$ cat src/mm_pkg.sv
`timescale 1ns / 1ps

package mm_pkg;

  localparam int VALUE_BITS   = 32;
  localparam int IDX_BITS     = 3;
  localparam int DIM_BITS     = 4;
  localparam int OP_BITS      = 2;
  localparam int CFG_IDX_BITS = 2;

  localparam logic [OP_BITS-1:0] OP_WR_A    = 2'd0;
  localparam logic [OP_BITS-1:0] OP_WR_B    = 2'd1;
  localparam logic [OP_BITS-1:0] OP_COMPUTE = 2'd2;

  localparam logic [CFG_IDX_BITS-1:0] CFG_ROWS_A    = 2'd0;
  localparam logic [CFG_IDX_BITS-1:0] CFG_INNER_DIM = 2'd1;
  localparam logic [CFG_IDX_BITS-1:0] CFG_COLS_B    = 2'd2;

  localparam logic [DIM_BITS-1:0] DIM_RESET = 4'd8;

  typedef enum logic [1:0] {
    ST_IDLE,
    ST_RUN,
    ST_FINISH
  } state_t;

  typedef struct packed {
    logic we_a;
    logic we_b;
  } mem_wr_t;

  typedef struct packed {
    logic issue;
    logic first;
    logic last;
    logic ack;
  } mac_ctl_t;

  typedef struct packed {
    logic [DIM_BITS-1:0] rows_a;
    logic [DIM_BITS-1:0] inner_dim;
    logic [DIM_BITS-1:0] cols_b;
  } dims_t;

endpackage

$ cat src/mm_mac.sv
`timescale 1ns / 1ps

module mm_mac #(
  parameter int MAX_DIM   = 8,
  parameter int FRAC_BITS = 16
) (
  input  logic                                 clk,
  input  logic                                 rst_n,
  input  mm_pkg::mac_ctl_t                     ctl,
  input  logic signed [mm_pkg::VALUE_BITS-1:0] op_a,
  input  logic signed [mm_pkg::VALUE_BITS-1:0] op_b,
  output logic                                 done,
  output logic signed [mm_pkg::VALUE_BITS-1:0] result
);

  localparam int VB     = mm_pkg::VALUE_BITS;
  localparam int PROD_W = 2 * VB;
  localparam int ACC_W  = PROD_W + $clog2(MAX_DIM) + 1;
  localparam int HI_W   = ACC_W - VB + 1;

  logic                     s1_valid_r, s1_first_r, s1_last_r;
  logic                     s2_valid_r, s2_first_r, s2_last_r;
  logic signed [PROD_W-1:0] prod_r;
  logic signed [ACC_W-1:0]  acc_r, acc_nxt;
  logic                     done_r, done_nxt;
  logic signed [ACC_W-1:0]  shifted;
  logic [HI_W-1:0]          hi_bits;

  always_ff @(posedge clk) begin
    if (!rst_n) begin
      s1_valid_r <= 1'b0;
      s2_valid_r <= 1'b0;
      done_r     <= 1'b0;
    end else begin
      s1_valid_r <= ctl.issue;
      s2_valid_r <= s1_valid_r;
      done_r     <= done_nxt;
    end
  end

  always_ff @(posedge clk) begin
    s1_first_r <= ctl.first;
    s1_last_r  <= ctl.last;
    s2_first_r <= s1_first_r;
    s2_last_r  <= s1_last_r;
    prod_r     <= op_a * op_b;
    acc_r      <= acc_nxt;
  end

  always_comb begin
    acc_nxt = acc_r;
    if (s2_valid_r) begin
      if (s2_first_r) begin
        acc_nxt = ACC_W'(prod_r);
      end else begin
        acc_nxt = acc_r + ACC_W'(prod_r);
      end
    end
  end

  always_comb begin
    done_nxt = done_r;
    if (ctl.ack) begin
      done_nxt = 1'b0;
    end
    if (s2_valid_r && s2_last_r) begin
      done_nxt = 1'b1;
    end
  end

  // floor shift, then clamp to the signed word range
  always_comb begin
    shifted = acc_r >>> FRAC_BITS;
    hi_bits = shifted[ACC_W-1:VB-1];
    if ((&hi_bits) || !(|hi_bits)) begin
      result = shifted[VB-1:0];
    end else if (shifted[ACC_W-1]) begin
      result = {1'b1, {(VB-1){1'b0}}};
    end else begin
      result = {1'b0, {(VB-1){1'b1}}};
    end
  end

  assign done = done_r;

endmodule

$ cat config.mk
export PLATFORM = sky130hd
export DESIGN_NAME = mm_mac
export DESIGN_NICKNAME = d
export VERILOG_FILES = /design/src/mm_pkg.sv /design/src/mm_mac.sv
export SDC_FILE = /design/constraint.sdc
export NUM_CORES = 2
export LEC_CHECK = 0
export BUFFER_PORTS_ARGS = -buffer_cell sky130_fd_sc_hd__buf_2
export CAP_MARGIN = 20
export CORE_MARGIN = 2
export CORE_UTILIZATION = 35
export CTS_CLUSTER_SIZE = 40
export DETAILED_ROUTE_END_ITERATION = 8
export PLACE_DENSITY = 0.49
export REMOVE_ABC_BUFFERS = 1
export SETUP_SLACK_MARGIN = 0.5
export SLEW_MARGIN = 20
export SYNTH_ARGS = -nofsm -noshare
export SYNTH_HDL_FRONTEND = slang
export SYNTH_SLANG_ARGS = --single-unit
export TNS_END_PERCENT = 20
$ cat constraint.sdc
create_clock -name clk -period 8.7 [get_ports clk]
set_input_delay 0.87 -clock clk [delete_from_list [all_inputs] [get_ports clk]]
set_output_delay 0.87 -clock clk [all_outputs]
set_load 0.1 [all_outputs]
After elaboration in Yosys (flattened, before gate mapping)
Cells that the tools add are included.
Word-level totals
  bits in registers: 139
  word-level logic and storage cells: 22
  input bits: 70
Operators by class
  muxes and demuxes: 5
  reduce and logical (&&, ||, !) cells: 6
  multiply operators: 1
  add/subtract/negate cells: 1
Operators with widths (number)
  68-bit by 64-bit adder with 68-bit output: 1
  68-bit two-way mux: 1
  32-bit by 32-bit multiplier with 64-bit output: 1
  32-bit two-way mux: 2
  21-bit AND reduction: 1
  21-bit OR reduction: 1
  1-bit two-way mux: 2
  2-bit nonzero test: 1
  1-bit logical AND: 1
  1-bit zero test: 1
  1-bit logical OR: 1

Depth between registers and ports, before layout
  word-level depth: 4
  gate-level depth with buffers: 29
  depth with buffers taken out: 27

Worst setup path after synthesis
Ideal clock, no wire load.
  kind: input to register
  start point: in op_a[31] (netlist bit)
  end point: reg prod_r[63]
  data arrival time: 7969 ps
  path buffers: 1
  setup time: 72 ps
  data required time: 8628 ps
  stages: 22
  slack: 659 ps
  cell sequence: clkbuf_1 > nand2_1 > inv_1 > fa_1 > fa_1 > fa_1 > fa_1 > fa_1 > fa_1 > fa_1 > fa_1 > ha_1 > a21o_1 > o311a_1 > o311a_1 > a211o_1 > a31oi_4 > a31oi_2 > a21oi_2 > o21ai_2 > o41ai_2 > xnor2_1
Between the ends
  word-level cells in the longest chain between the ends: 1
RTL lines
  start: declaration: RTL line mm_mac.sv:10  | input logic signed [mm_pkg::VALUE_BITS-1:0] op_a,
  32-bit by 32-bit multiplier with 64-bit output: RTL line mm_mac.sv:46  | prod_r <= op_a * op_b;
  end signal: assignment: RTL line mm_mac.sv:46
  end: declaration: RTL line mm_mac.sv:23  | logic signed [PROD_W-1:0] prod_r;
No other way between the ends.
A chain may end at the register's enable or synchronous reset.

Worst setup path after layout
  start point: in op_b[2] (netlist bit)
  end point: reg prod_r[63]
Between the ends
  word-level cells in the longest chain between the ends: 1
RTL lines
  start: declaration: RTL line mm_mac.sv:11  | input logic signed [mm_pkg::VALUE_BITS-1:0] op_b,
  32-bit by 32-bit multiplier with 64-bit output: RTL line mm_mac.sv:46
No other way between the ends.

==> results.md <==
- Worst Skew: 15.3 ps
- DP Wirelength: 108000 um
- Die span in x: roughly 360 um
- Clock Latency Late Sink: 450 ps
- CTS buffer count: 17
- Root buffer cell: clkbuf_16
- Synth Flop Type: dfxtp_1
- I/O pin count: 103
- Setup crit end kind: flop
- Number of enable flip-flop cells after synthesis: ~70
- Hold WC Path Type: flop to flop
- GRT Total Usage: 0.200
- Synth Instances: between 4000 and 5000
- Max Clock Freq: about 120 MHz
- DRC Markers: 0
- Nets: just over 6000
- Critical path class: input port to flop
- H-tree Lvls: 4
- Minimum clock period: 8060 ps
- Largest net degree at the start of global routing: between 80 and 90
- Area growth, synth to finish: 8.92%
- Vert. Die Dim: ~360 um
- Outcome: finished, final reports clean
- Rel. slew slack: 0.324
- Clock-pin transition on the worst setup and hold timing paths: 70 ps
- Initial core utilization: 0.353
- CTS tree: done
- Final setup viols: 0
- Synthesis-stage register bit count: 139
- Yosys cell types: 80
- Hold-fix buffers, CTS: 0
- Vias in the first global route: between 30000 and 40000
- Post-place instance area: 47600 um^2
- Mapped Area: 44300 um^2
- GRT Residual Overflow: 0
- Num rows: 130
- Sequential share of the synthesized area: 0.0781
- Clock sink count: between 100 and 150
- Final period utilization: 0.926
- PortBufs: around 100
- Antenna-violating nets left: 0
- Drt wl/cell: ~19 um
- Final Hold Violating Endpoints: 0
- RSZ-0062 raised after global routing: true
- Slew of the pin with the lowest slew margin: roughly 1000 ps
- Antenna violations before repair: 4
- Avg Inst Size Synth: between 9 and 10 um^2
- Core box area: between 100000 and 150000 um^2
- Pre-antenna DRT Iters: 5
- Total Routed Length: roughly 120000 um
- Required @ worst endpoint: a little over 9000 ps
- Critical Path AT: roughly 8400 ps
- Max Cap Viol: 0
- Starting DRT DRC Count: between 1500 and 2000
- Layout cells sized above 1: 0.0751
- GPL Wtd Cong: between 0.8 and 0.9
- Final instance area: 48300 um^2
- First-pass GRT wire length: between 200000 and 250000 um
- Die area: between 100000 and 150000 um^2
- Async SR Flop Fraction: 0
- DR vias: between 30000 and 40000
- Largest buffer count on any clock path: 2
- Critical Path Source Type: input port
- Ys Warns: 0
- Count of final max-slew check failures: 0
- CP Max Fanout: 14
- Via density: approximately 4.8
[worst paths after layout]
path,from,end,slack [ps],cells past startpoint
setup / recovery,op_b[2],prod_r[63]$_DFF_P_,640,27
hold / removal,s1_first_r$_DFF_P_,s2_first_r$_DFF_P_,330,0
setup reg to reg,acc_r[0]$_DFFE_PP_,acc_r[60]$_DFFE_PP_,4710,14
hold reg to reg,s1_first_r$_DFF_P_,s2_first_r$_DFF_P_,330,0
[flip-flops by register name, summed over array words and instances (netlist names)]
register	count
acc_r	68
prod_r	64
done	1
s1_first_r	1
s1_last_r	1
s1_valid_r	1
s2_first_r	1
s2_last_r	1
s2_valid_r	1
[per-layer routing]
layer / part of all wire / GRT usage
met5: 0.000081 / 0
met4: 0.021 / 0.0428
met3: 0.046 / 0.0306
met2: 0.49 / 0.346
met1: 0.44 / 0.265
[cell usage in the layout (no fill, tap or decap), types with 4 or more instances in the layout]
cell type / n
fa_1: 1082
inv_1: 996
nand2_1: 627
and2_1: 526
ha_1: 250
buf_4: 162
a21oi_1: 121
o21ai_0: 104
a21o_1: 103
buf_2: 95
xnor2_1: 90
nor2_1: 87
dfxtp_1: 69
edfxtp_1: 68
xor2_1: 41
nand4_1: 29
nand3_1: 28
o21bai_1: 25
nand2b_1: 21
o21ai_1: 20
and3_1: 18
clkbuf_16: 18
nor2b_1: 17
o21a_1: 16
a211oi_1: 14
a31oi_1: 12
nor3_1: 11
buf_12: 11
buf_6: 10
nor4_1: 8
o211ai_1: 7
o31ai_1: 7
clkbuf_4: 7
inv_6: 5
o2111ai_1: 4
o21ai_2: 4
mux2i_1: 4
[cells in the mapped netlist, drive strengths merged, types with 5 or more instances]
| cell | n | area, um^2 |
|---|---|---|
| fa | 1083 | 21700 |
| inv | 997 | 3740 |
| nand2 | 629 | 2360 |
| and2 | 527 | 3300 |
| ha | 251 | 3140 |
| clkbuf | 232 | 872 |
| o21ai | 129 | 661 |
| a21oi | 123 | 623 |
| a21o | 103 | 773 |
| xnor2 | 90 | 788 |
| nor2 | 89 | 334 |
| dfxtp | 71 | 1420 |
| edfxtp | 68 | 2040 |
| xor2 | 41 | 359 |
| nand4 | 29 | 181 |
| nand3 | 28 | 140 |
| o21bai | 25 | 188 |
| nand2b | 21 | 131 |
| and3 | 18 | 113 |
| nor2b | 17 | 106 |
| a31oi | 16 | 136 |
| o21a | 16 | 120 |
| a211oi | 14 | 105 |
| nor3 | 13 | 70.1 |
| o31ai | 10 | 88.8 |
| nor4 | 9 | 62.6 |
| o211ai | 9 | 77.6 |
| a21boi | 5 | 37.5 |
| o41ai | 5 | 58.8 |
[worst max-delay path, stage by stage]
cell,delay (ps)
clkbuf_4,170
buf_4,130
buf_6,160
nand2_2,90
inv_2,100
fa_2,470
fa_1,560
inv_1,70
fa_1,490
fa_1,560
inv_1,50
fa_1,480
fa_1,560
fa_1,420
fa_1,490
ha_1,320
a21o_1,160
a21o_1,180
o311a_1,340
o311a_1,330
a211o_1,310
a31oi_4,200
a31oi_2,150
a21oi_2,240
o21ai_2,110
o41ai_2,230
xnor2_1,160
[layout make-up]
class | instances | area [um^2]
inverter | 997 | 3740
clock inverter | 13 | 126
fill | 12800 | 77400
multi-input combinational | 3365 | 36300
antenna | 1 | 2.50
clock buffer | 19 | 464
tap | 1650 | 2060
sequential | 139 | 3470
timing repair buffer | 286 | 2100
[through the flow]
stage                     hold slack [ps]   util  worst slack, ps  cells  setup TNS (ps)
after floorplan                       310      -              887   4501               0
after global placement                314  0.378             4.58   6436               0
after detailed placement              312  0.378            -1.89   6436           -1.89
after CTS                             327  0.383              539   6468               0
after global routing                  332  0.384              373   6469               0
final                                 325  0.384              641   6470               0
[logic make-up (layout without fill, tap and decap cells)]
logic type / Yosys count / count (layout) / share of synthesized area
and+or+nand+nor: 1404 / 1404 / 0.158
buffers and inverters: 1233 / 1315 / 0.104
muxes: 7 / 7 / 0.00166
xor gates and xnor gates: 131 / 131 / 0.0259
AOI/OAI and AO/OA: 489 / 489 / 0.0725
adders and majority gates: 1334 / 1334 / 0.560
other: 0 / 1 / 0
DFF: 139 / 139 / 0.0781
[repair_timing]
item,CTS,global route
buffers inserted,0,0
pin swaps,0,3
endpoints found under the hold margin,0,0
endpoints found under the setup margin,2,14
resized for setup,1,31
Power is not shown: default switching activity piles up to over one toggle a cycle in this logic, so the estimate is an artifact.
