`src/mm_pkg.sv`:
```
`timescale 1ns / 1ps

package mm_pkg;

  localparam int VALUE_BITS   = 32;
  localparam int IDX_BITS     = 3;
  localparam int DIM_BITS     = 4;
  localparam int OP_BITS      = 2;
  localparam int CFG_IDX_BITS = 2;

  localparam logic [OP_BITS-1:0] OP_WR_A    = 2'd0;
  localparam logic [OP_BITS-1:0] OP_WR_B    = 2'd1;
  localparam logic [OP_BITS-1:0] OP_COMPUTE = 2'd2;

  localparam logic [CFG_IDX_BITS-1:0] CFG_ROWS_A    = 2'd0;
  localparam logic [CFG_IDX_BITS-1:0] CFG_INNER_DIM = 2'd1;
  localparam logic [CFG_IDX_BITS-1:0] CFG_COLS_B    = 2'd2;

  localparam logic [DIM_BITS-1:0] DIM_RESET = 4'd8;

  typedef enum logic [1:0] {
    ST_IDLE,
    ST_RUN,
    ST_FINISH
  } state_t;

  typedef struct packed {
    logic we_a;
    logic we_b;
  } mem_wr_t;

  typedef struct packed {
    logic issue;
    logic first;
    logic last;
    logic ack;
  } mac_ctl_t;

  typedef struct packed {
    logic [DIM_BITS-1:0] rows_a;
    logic [DIM_BITS-1:0] inner_dim;
    logic [DIM_BITS-1:0] cols_b;
  } dims_t;

endpackage

```
`src/mm_if.sv`:
```
`timescale 1ns / 1ps

interface mm_in_if;
  logic                                 valid;
  logic                                 ready;
  logic [mm_pkg::OP_BITS-1:0]           opcode;
  logic [mm_pkg::IDX_BITS-1:0]          row_index;
  logic [mm_pkg::IDX_BITS-1:0]          col_index;
  logic signed [mm_pkg::VALUE_BITS-1:0] element_value;

  modport source (output valid, output opcode, output row_index, output col_index,
                  output element_value, input ready);
  modport sink (input valid, input opcode, input row_index, input col_index,
                input element_value, output ready);
endinterface

interface mm_out_if;
  logic                                 valid;
  logic                                 ready;
  logic [mm_pkg::IDX_BITS-1:0]          out_row;
  logic [mm_pkg::IDX_BITS-1:0]          out_col;
  logic signed [mm_pkg::VALUE_BITS-1:0] product_value;
  logic                                 is_last;

  modport source (output valid, output out_row, output out_col, output product_value,
                  output is_last, input ready);
  modport sink (input valid, input out_row, input out_col, input product_value,
                input is_last, output ready);
endinterface

```
`src/mm_seq.sv`:
```
`timescale 1ns / 1ps

module mm_seq #(
  parameter int MAX_DIM = 8,
  parameter int AW      = 6
) (
  input  logic                                 clk,
  input  logic                                 rst_n,
  mm_in_if.sink                                in_ch,
  mm_out_if.source                             out_ch,
  input  mm_pkg::dims_t                        dims,
  output mm_pkg::mem_wr_t                      mem_wr,
  output logic [AW-1:0]                        wr_addr,
  output logic [AW-1:0]                        rd_addr_a,
  output logic [AW-1:0]                        rd_addr_b,
  output mm_pkg::mac_ctl_t                     mac_ctl,
  input  logic                                 mac_done,
  input  logic signed [mm_pkg::VALUE_BITS-1:0] mac_result
);

  localparam int IB = mm_pkg::IDX_BITS;
  localparam int DB = mm_pkg::DIM_BITS;
  localparam int PW = 2 * IB;

  mm_pkg::state_t state_r, state_nxt;

  logic [IB-1:0] i_r, i_nxt, j_r, j_nxt, k_r, k_nxt;
  logic [IB-1:0] m_r, m_nxt, n_r, n_nxt, q_r, q_nxt;

  logic                                 out_valid_r;
  logic [IB-1:0]                        out_row_r, out_col_r;
  logic signed [mm_pkg::VALUE_BITS-1:0] out_val_r;
  logic                                 out_last_r;

  logic in_fire, is_compute, wr_in_range, elem_last, load;

  function automatic logic [IB-1:0] last_idx(input logic [DB-1:0] d);
    if (d == '0) begin
      return '0;
    end else if (d > DB'(MAX_DIM)) begin
      return IB'(MAX_DIM - 1);
    end else begin
      return IB'(d - 1'b1);
    end
  endfunction

  function automatic logic [AW-1:0] addr_of(input logic [IB-1:0] r, input logic [IB-1:0] c);
    logic [PW-1:0] lin;
    lin = PW'(r) * PW'(MAX_DIM) + PW'(c);
    return lin[AW-1:0];
  endfunction

  assign in_fire     = in_ch.valid && in_ch.ready;
  assign is_compute  = (in_ch.opcode == mm_pkg::OP_COMPUTE);
  assign wr_in_range = ({1'b0, in_ch.row_index} < (IB+1)'(MAX_DIM)) &&
                       ({1'b0, in_ch.col_index} < (IB+1)'(MAX_DIM));
  assign elem_last   = (i_r == m_r) && (j_r == q_r);
  assign load        = (state_r == mm_pkg::ST_FINISH) && mac_done &&
                       (!out_valid_r || out_ch.ready);

  always_ff @(posedge clk) begin
    if (!rst_n) begin
      state_r <= mm_pkg::ST_IDLE;
    end else begin
      state_r <= state_nxt;
    end
  end

  always_ff @(posedge clk) begin
    i_r <= i_nxt;
    j_r <= j_nxt;
    k_r <= k_nxt;
    m_r <= m_nxt;
    n_r <= n_nxt;
    q_r <= q_nxt;
  end

  always_comb begin
    state_nxt = state_r;
    unique case (state_r)
      mm_pkg::ST_IDLE: begin
        if (in_fire && is_compute) begin
          state_nxt = mm_pkg::ST_RUN;
        end
      end
      mm_pkg::ST_RUN: begin
        if (k_r == n_r) begin
          state_nxt = mm_pkg::ST_FINISH;
        end
      end
      mm_pkg::ST_FINISH: begin
        if (load) begin
          state_nxt = elem_last ? mm_pkg::ST_IDLE : mm_pkg::ST_RUN;
        end
      end
      default: state_nxt = mm_pkg::ST_IDLE;
    endcase
  end

  always_comb begin
    in_ch.ready = 1'b0;
    mem_wr      = '0;
    mac_ctl     = '0;
    i_nxt = i_r;
    j_nxt = j_r;
    k_nxt = k_r;
    m_nxt = m_r;
    n_nxt = n_r;
    q_nxt = q_r;
    unique case (state_r)
      mm_pkg::ST_IDLE: begin
        in_ch.ready = 1'b1;
        if (in_fire) begin
          unique case (in_ch.opcode)
            mm_pkg::OP_WR_A: mem_wr.we_a = wr_in_range;
            mm_pkg::OP_WR_B: mem_wr.we_b = wr_in_range;
            mm_pkg::OP_COMPUTE: begin
              i_nxt = '0;
              j_nxt = '0;
              k_nxt = '0;
              m_nxt = last_idx(dims.rows_a);
              n_nxt = last_idx(dims.inner_dim);
              q_nxt = last_idx(dims.cols_b);
            end
            default: ;
          endcase
        end
      end
      mm_pkg::ST_RUN: begin
        mac_ctl.issue = 1'b1;
        mac_ctl.first = (k_r == '0);
        mac_ctl.last  = (k_r == n_r);
        k_nxt = (k_r == n_r) ? '0 : k_r + 1'b1;
      end
      mm_pkg::ST_FINISH: begin
        mac_ctl.ack = load;
        if (load) begin
          if (j_r == q_r) begin
            j_nxt = '0;
            i_nxt = i_r + 1'b1;
          end else begin
            j_nxt = j_r + 1'b1;
          end
        end
      end
      default: ;
    endcase
  end

  assign wr_addr   = addr_of(in_ch.row_index, in_ch.col_index);
  assign rd_addr_a = addr_of(i_r, k_r);
  assign rd_addr_b = addr_of(k_r, j_r);

  always_ff @(posedge clk) begin
    if (!rst_n) begin
      out_valid_r <= 1'b0;
    end else if (load) begin
      out_valid_r <= 1'b1;
    end else if (out_ch.ready) begin
      out_valid_r <= 1'b0;
    end
  end

  always_ff @(posedge clk) begin
    if (load) begin
      out_row_r  <= i_r;
      out_col_r  <= j_r;
      out_val_r  <= mac_result;
      out_last_r <= elem_last;
    end
  end

  assign out_ch.valid         = out_valid_r;
  assign out_ch.out_row       = out_row_r;
  assign out_ch.out_col       = out_col_r;
  assign out_ch.product_value = out_val_r;
  assign out_ch.is_last       = out_last_r;

endmodule

```
`src/flat_wrapper.sv`:
```
// flat-port wrapper written by rule: the top's interface ports become plain ports
module mm_seq_flat 
#(
  parameter int MAX_DIM = 8,
  parameter int AW      = 6
)
  (clk, rst_n, dims, mem_wr, wr_addr, rd_addr_a, rd_addr_b, mac_ctl, mac_done, mac_result, in_ch_valid, in_ch_opcode, in_ch_row_index, in_ch_col_index, in_ch_element_value, in_ch_ready, out_ch_valid, out_ch_out_row, out_ch_out_col, out_ch_product_value, out_ch_is_last, out_ch_ready);
  mm_in_if in_ch_i ();
  mm_out_if out_ch_i ();
  input  logic clk;
  input  logic rst_n;
  input  mm_pkg::dims_t dims;
  output mm_pkg::mem_wr_t mem_wr;
  output logic [AW-1:0] wr_addr;
  output logic [AW-1:0] rd_addr_a;
  output logic [AW-1:0] rd_addr_b;
  output mm_pkg::mac_ctl_t mac_ctl;
  input  logic mac_done;
  input  logic signed [mm_pkg::VALUE_BITS-1:0] mac_result;
  input wire logic [$bits(in_ch_i.valid)-1:0] in_ch_valid;
  input wire logic [$bits(in_ch_i.opcode)-1:0] in_ch_opcode;
  input wire logic [$bits(in_ch_i.row_index)-1:0] in_ch_row_index;
  input wire logic [$bits(in_ch_i.col_index)-1:0] in_ch_col_index;
  input wire logic [$bits(in_ch_i.element_value)-1:0] in_ch_element_value;
  output wire logic [$bits(in_ch_i.ready)-1:0] in_ch_ready;
  output wire logic [$bits(out_ch_i.valid)-1:0] out_ch_valid;
  output wire logic [$bits(out_ch_i.out_row)-1:0] out_ch_out_row;
  output wire logic [$bits(out_ch_i.out_col)-1:0] out_ch_out_col;
  output wire logic [$bits(out_ch_i.product_value)-1:0] out_ch_product_value;
  output wire logic [$bits(out_ch_i.is_last)-1:0] out_ch_is_last;
  input wire logic [$bits(out_ch_i.ready)-1:0] out_ch_ready;
  assign in_ch_i.valid = in_ch_valid;
  assign in_ch_i.opcode = in_ch_opcode;
  assign in_ch_i.row_index = in_ch_row_index;
  assign in_ch_i.col_index = in_ch_col_index;
  assign in_ch_i.element_value = in_ch_element_value;
  assign in_ch_ready = in_ch_i.ready;
  assign out_ch_valid = out_ch_i.valid;
  assign out_ch_out_row = out_ch_i.out_row;
  assign out_ch_out_col = out_ch_i.out_col;
  assign out_ch_product_value = out_ch_i.product_value;
  assign out_ch_is_last = out_ch_i.is_last;
  assign out_ch_i.ready = out_ch_ready;
  mm_seq #(.MAX_DIM(MAX_DIM), .AW(AW)) u_core (.clk(clk), .rst_n(rst_n), .in_ch(in_ch_i), .out_ch(out_ch_i), .dims(dims), .mem_wr(mem_wr), .wr_addr(wr_addr), .rd_addr_a(rd_addr_a), .rd_addr_b(rd_addr_b), .mac_ctl(mac_ctl), .mac_done(mac_done), .mac_result(mac_result));
endmodule
```
`config.mk`:
```
export PLATFORM = sky130hd
export DESIGN_NAME = mm_seq_flat
export DESIGN_NICKNAME = d
export VERILOG_FILES = /design/src/mm_pkg.sv /design/src/mm_if.sv /design/src/mm_seq.sv /design/src/flat_wrapper.sv
export SDC_FILE = /design/constraint.sdc
export NUM_CORES = 1
export LEC_CHECK = 0
export BUFFER_PORTS_ARGS = -buffer_cell sky130_fd_sc_hd__buf_2
export CORE_MARGIN = 3
export CORE_UTILIZATION = 30
export DETAILED_ROUTE_END_ITERATION = 12
export GPL_ROUTABILITY_DRIVEN = 0
export GPL_TIMING_DRIVEN = 0
export HOLD_SLACK_MARGIN = 0.08
export PLACE_DENSITY = 0.6
export SLEW_MARGIN = 20
export SYNTH_ARGS = -nofsm -noshare
export SYNTH_HDL_FRONTEND = slang
export SYNTH_SLANG_ARGS = --single-unit
```
`constraint.sdc`:
```
create_clock -name clk -period 3.3 [get_ports clk]
set_clock_uncertainty 0.2 [all_clocks]
set_input_delay 0.165 -clock clk [delete_from_list [all_inputs] [get_ports clk]]
set_output_delay 0.165 -clock clk [all_outputs]
set_load 0.005 [all_outputs]
```
# Word level (Yosys, flattened, before mapping)
# Cells that the tools add are included.
# word_totals
regBits,60
input_bits,89
output_inout_bits,65
# op_classes
n_addsub,9
order_cmp,3
eq_ne,13
n_mux,27
n_reduce_logical,21
# ops
operator,n
$mux W3,11
$add A6 B3 Y6,3
$pmux W3 S2,3
$gt A4 B4 Y1 const B,3
$logic_not A4 Y1,3
$ne A2 B1 Y1 const B,6
$mux W2,5
$add A3 B1 Y3 const B,3
$eq A3 B3 Y1,3
$reduce_and A3 Y1,3
$sub A3 B1 Y3 const B,3
$mux W1,7
$pmux W2 S3,1
$reduce_bool A2 Y1,3
$logic_and A1 B1 Y1,5
$reduce_and A5 Y1,1
$eq A2 B1 Y1 const B,2
$eq A2 B2 Y1 const B,2
$logic_not A2 Y1,2
$reduce_and A4 Y1,1
$logic_not A3 Y1,1
$logic_not A1 Y1,1
$logic_or A1 B1 Y1,1

# Depth between registers and ports, before layout
# depth
depth_word,6
ltp_mapped,5
depth_no_buf,5

# Worst setup path before layout
# Ideal clock, no wire load.
# synth_path
path_kind,reg-to-reg
startpoint,register u_core.state_r[0]
endpoint,register u_core.out_last_r (netlist: u_core.out_ch.is_last) (enable)
arrival_ns,1.358
path_slack_ns,1.181
path_stages_with_launch,4
n_path_buf,0
path_cell_list,dfxtp_1 > nor2b_4 > nand3_2 > clkinv_1
# synth_via
elab_chain_len,3
# synth_rtl
element,line,text
start: declaration,mm_seq.sv:25,"mm_pkg::state_t state_r, state_nxt;"
start signal: assignment,mm_seq.sv:63,state_r <= mm_pkg::ST_IDLE;
start signal: assignment,mm_seq.sv:65,state_r <= state_nxt;
$eq A2 B2 Y1,mm_seq.sv:58,assign load = (state_r == mm_pkg::ST_FINISH) && mac_done &&
$logic_and A1 B1 Y1 (2 in series),mm_seq.sv:58,
named net u_core.load,mm_seq.sv:35,"logic in_fire, is_compute, wr_in_range, elem_last, load;"
end signal: assignment,mm_seq.sv:169,out_last_r <= elem_last;
end: declaration,mm_seq.sv:33,logic out_last_r;
# The timed path passes the listed nets, and every way through them passes these cells.
# A chain may end at the register's enable or synchronous reset.

# Worst setup path after layout
# layout_path
startpoint,input dims[2] (netlist bit)
endpoint,"register u_core.q_r[0], data pin"
# layout_via
elab_chain_len,2
elab_cells_between_ends,3
# layout_rtl
element,line,text
start: declaration,flat_wrapper.sv:12,input mm_pkg::dims_t dims;
$gt A4 B4 Y1,mm_seq.sv:40,end else if (d > DB'(MAX_DIM)) begin
$mux W3,mm_seq.sv:40,
end signal: assignment,mm_seq.sv:75,q_r <= q_nxt;
end: declaration,mm_seq.sv:28,"logic [IB-1:0] m_r, m_nxt, n_r, n_nxt, q_r, q_nxt;"
# Parallel ways exist; a longest one is shown, timed or not.

==> qor.txt <==
Final ANT Viol Nets: 0
Residual DRC count: 0
P_leak: 1.654 nW
PwrDens: 425.5 nW/um2
Die W: 96.46 um
Synth area leader: edfxtp_1
Worst slew pin tran: 643.0 ps
Rel. slew slack: 0.5708
Detailed Route Iter0 Violations: 49
Post-CTS Resized: 0
Slew Limit Fails: 0
First-pass GRT wire length: 7769 um
Routed len/inst: 12.81 um
IO Port Bufs: 115
Nature of the critical path endpoint: flop
Post-Syn Area: 2455 um2
Via count: 1777
Antenna Cells: 0
Share of cells above drive strength 1: 0.4364
GRT Overall Usage: 0.1146
Post-synthesis cell count: 156
# IOs: 154
Initial antenna violation count: 0
Total Negative Setup Slacks: 0 ps
Die Ht: 96.46 um
Final period util: 0.6041
Core area: 7848 um2
Clock slew at reported path FFs: 60 ps
Seq cells post-synth: 60
Final min period: 1994 ps
Largest net degree at the start of global routing: 41
Clk sinks: 60
Drt pass-1 iters: 3
Max-cap violations: 0
Number of synthesized flops with an enable pin: 57
CTS tree: yes
Primary FF master, synth: edfxtp_1
Critical-path maximum fanout: 2
CP Launch Type: input pin
Final net count: 423
Final setup viols: 0
Max frequency: 0.5016 GHz
# H-tree levels: 3
Hold buffers post-CTS: 45
Final WL: 5534 um
Status: finished clean
Worst hold stages: 4
Post-synth cell types: 30
Std cell rows: 32
Ys Warns: 0
Yosys top cell area share: 0.6972
Peak supply drop: 211.8 uV
Clock Path Buffers: 2
Root Buffer: clkbuf_8
Vias/cell: 4.113
Hold Path Class: input pin to flop
Die area: 9305 um2
Mapped Nets: 252
CP required: 3180 ps
Detailed placement HPWL: 3952 um
Async S/R FF share, synth: 0
Post-Syn Area per Cell: 15.74 um2
Worst R2R Path Depth: 3
Worst Path Arrival: 1870 ps
Clock Latency Late Sink: 320 ps
Post-CTS Repair Setup Buffers: 0
Layout area overhead: 53.98%
Post-synthesis sequential area ratio: 0.7217
Final Hold Vio Count: 0
Vias in the first global route: 1651
Overflow after GRT: 0
Synth top area cells: edfxtp_1 (70%), ha_1 (3.6%), buf_4 (2.8%)
CTS buffer count: 9
RSZ-0062 raised after global routing: no
Hold_ws: 113.4 ps
CP Class: input pin to flop
Initial Util: 0.3128
## area by class of cell
type                    instances  area [um2]
fillers                       696        4068
flip-flops and latches         60        1772
repair buffers                160        1026
multi-input cells              70       551.8
clock buffers                  10       127.6
well taps                     102       127.6
plain buffers                   9       67.56
inverters                      17       65.06
clock inverters                 4       42.54
## critical path, stage by stage
cell and delay [ps]:
dlygate4sd3_1 530, buf_2 120, nand2b_1 150, maj3_1 350
dlygate4sd3_1 560
## Yosys cell counts, drive strengths merged, types with 2 or more instances
master and number:
nand2 5, nand3 2, and3b 2, and2 3, a21o 4, maj3 3
o31ai 2, nand2b 6, dfxtp 3, xor2 6, inv 16, edfxtp 57
a21oi 2, nor2 12, buf 9, xnor2 6, ha 7
## state kept, by name (all words and copies together) (netlist names)
| name | cells |
|---|---|
| u_core.i_r | 3 |
| u_core.j_r | 3 |
| u_core.k_r | 3 |
| u_core.m_r | 3 |
| u_core.n_r | 3 |
| u_core.out_ch.is_last | 1 |
| u_core.out_ch.out_col | 3 |
| u_core.out_ch.out_row | 3 |
| u_core.out_ch.product_value | 32 |
| u_core.out_ch.valid | 1 |
| u_core.q_r | 3 |
| u_core.state_r | 2 |
## per-stage QoR
step           power (mW)    util  worst slack (ps)  instances  area [um2]
3_3_place_gp       0.9886  0.4024             685.9        373        3158
2_1_floorplan      0.9320       -              1181        156        2455
4_1_cts             1.630  0.4817              1335        432        3780
6_report            1.609  0.4817              1306        432        3780
3_5_place_dp       0.9927  0.4026              1372        373        3159
5_1_grt             1.684  0.4817              1225        432        3780
## cell families after synthesis
kind of cell / share of synthesized area
XOR/XNOR: 0.04587
AO/OA/AOI/OAI: 0.03415
buffers and inverters: 0.05351
flip-flops: 0.7217
adder cells (fa/ha/maj): 0.04791
AND/OR/NAND/NOR: 0.09684
## layout by cell type, fill, tap and decap left out, types with 3 or more instances in the layout
cell type and n:
buf_4 9, dfxtp_1 3, ha_1 7, xor2_1 6, nand2b_1 6, nand2_1 5
a21o_1 4, clkbuf_8 9, xnor2_1 5, and2_1 3, inv_1 16, maj3_1 3
edfxtp_1 57, buf_2 115, nor2_1 12, dlygate4sd3_1 45
## layer usage
layer,up-vias,track usage,routed length [um]
met2,101,0.1937,2467
met5,-,0,0
met3,7,0.04957,737
li1,883,-,-
met4,0,0.05607,90
met1,786,0.1222,2238
## path summary, 6_finish.rpt
check                         start                              to  slack (ps)
setup / recovery            dims[2]                   u_core.q_r[0]        1310
hold / removal              dims[5]                   u_core.n_r[1]         110
setup reg to reg  u_core.state_r[1]  u_core.out_ch.product_value[6]        1410
hold reg to reg       u_core.i_r[1]        u_core.out_ch.out_row[1]         340
## report_power, final
group | internal (mW) | switching (mW)
combinational | 0.0981 | 0.0574
clock | 0.334 | 0.258
sequential | 0.848 | 0.0123
(Power assumes the default switching activity.)
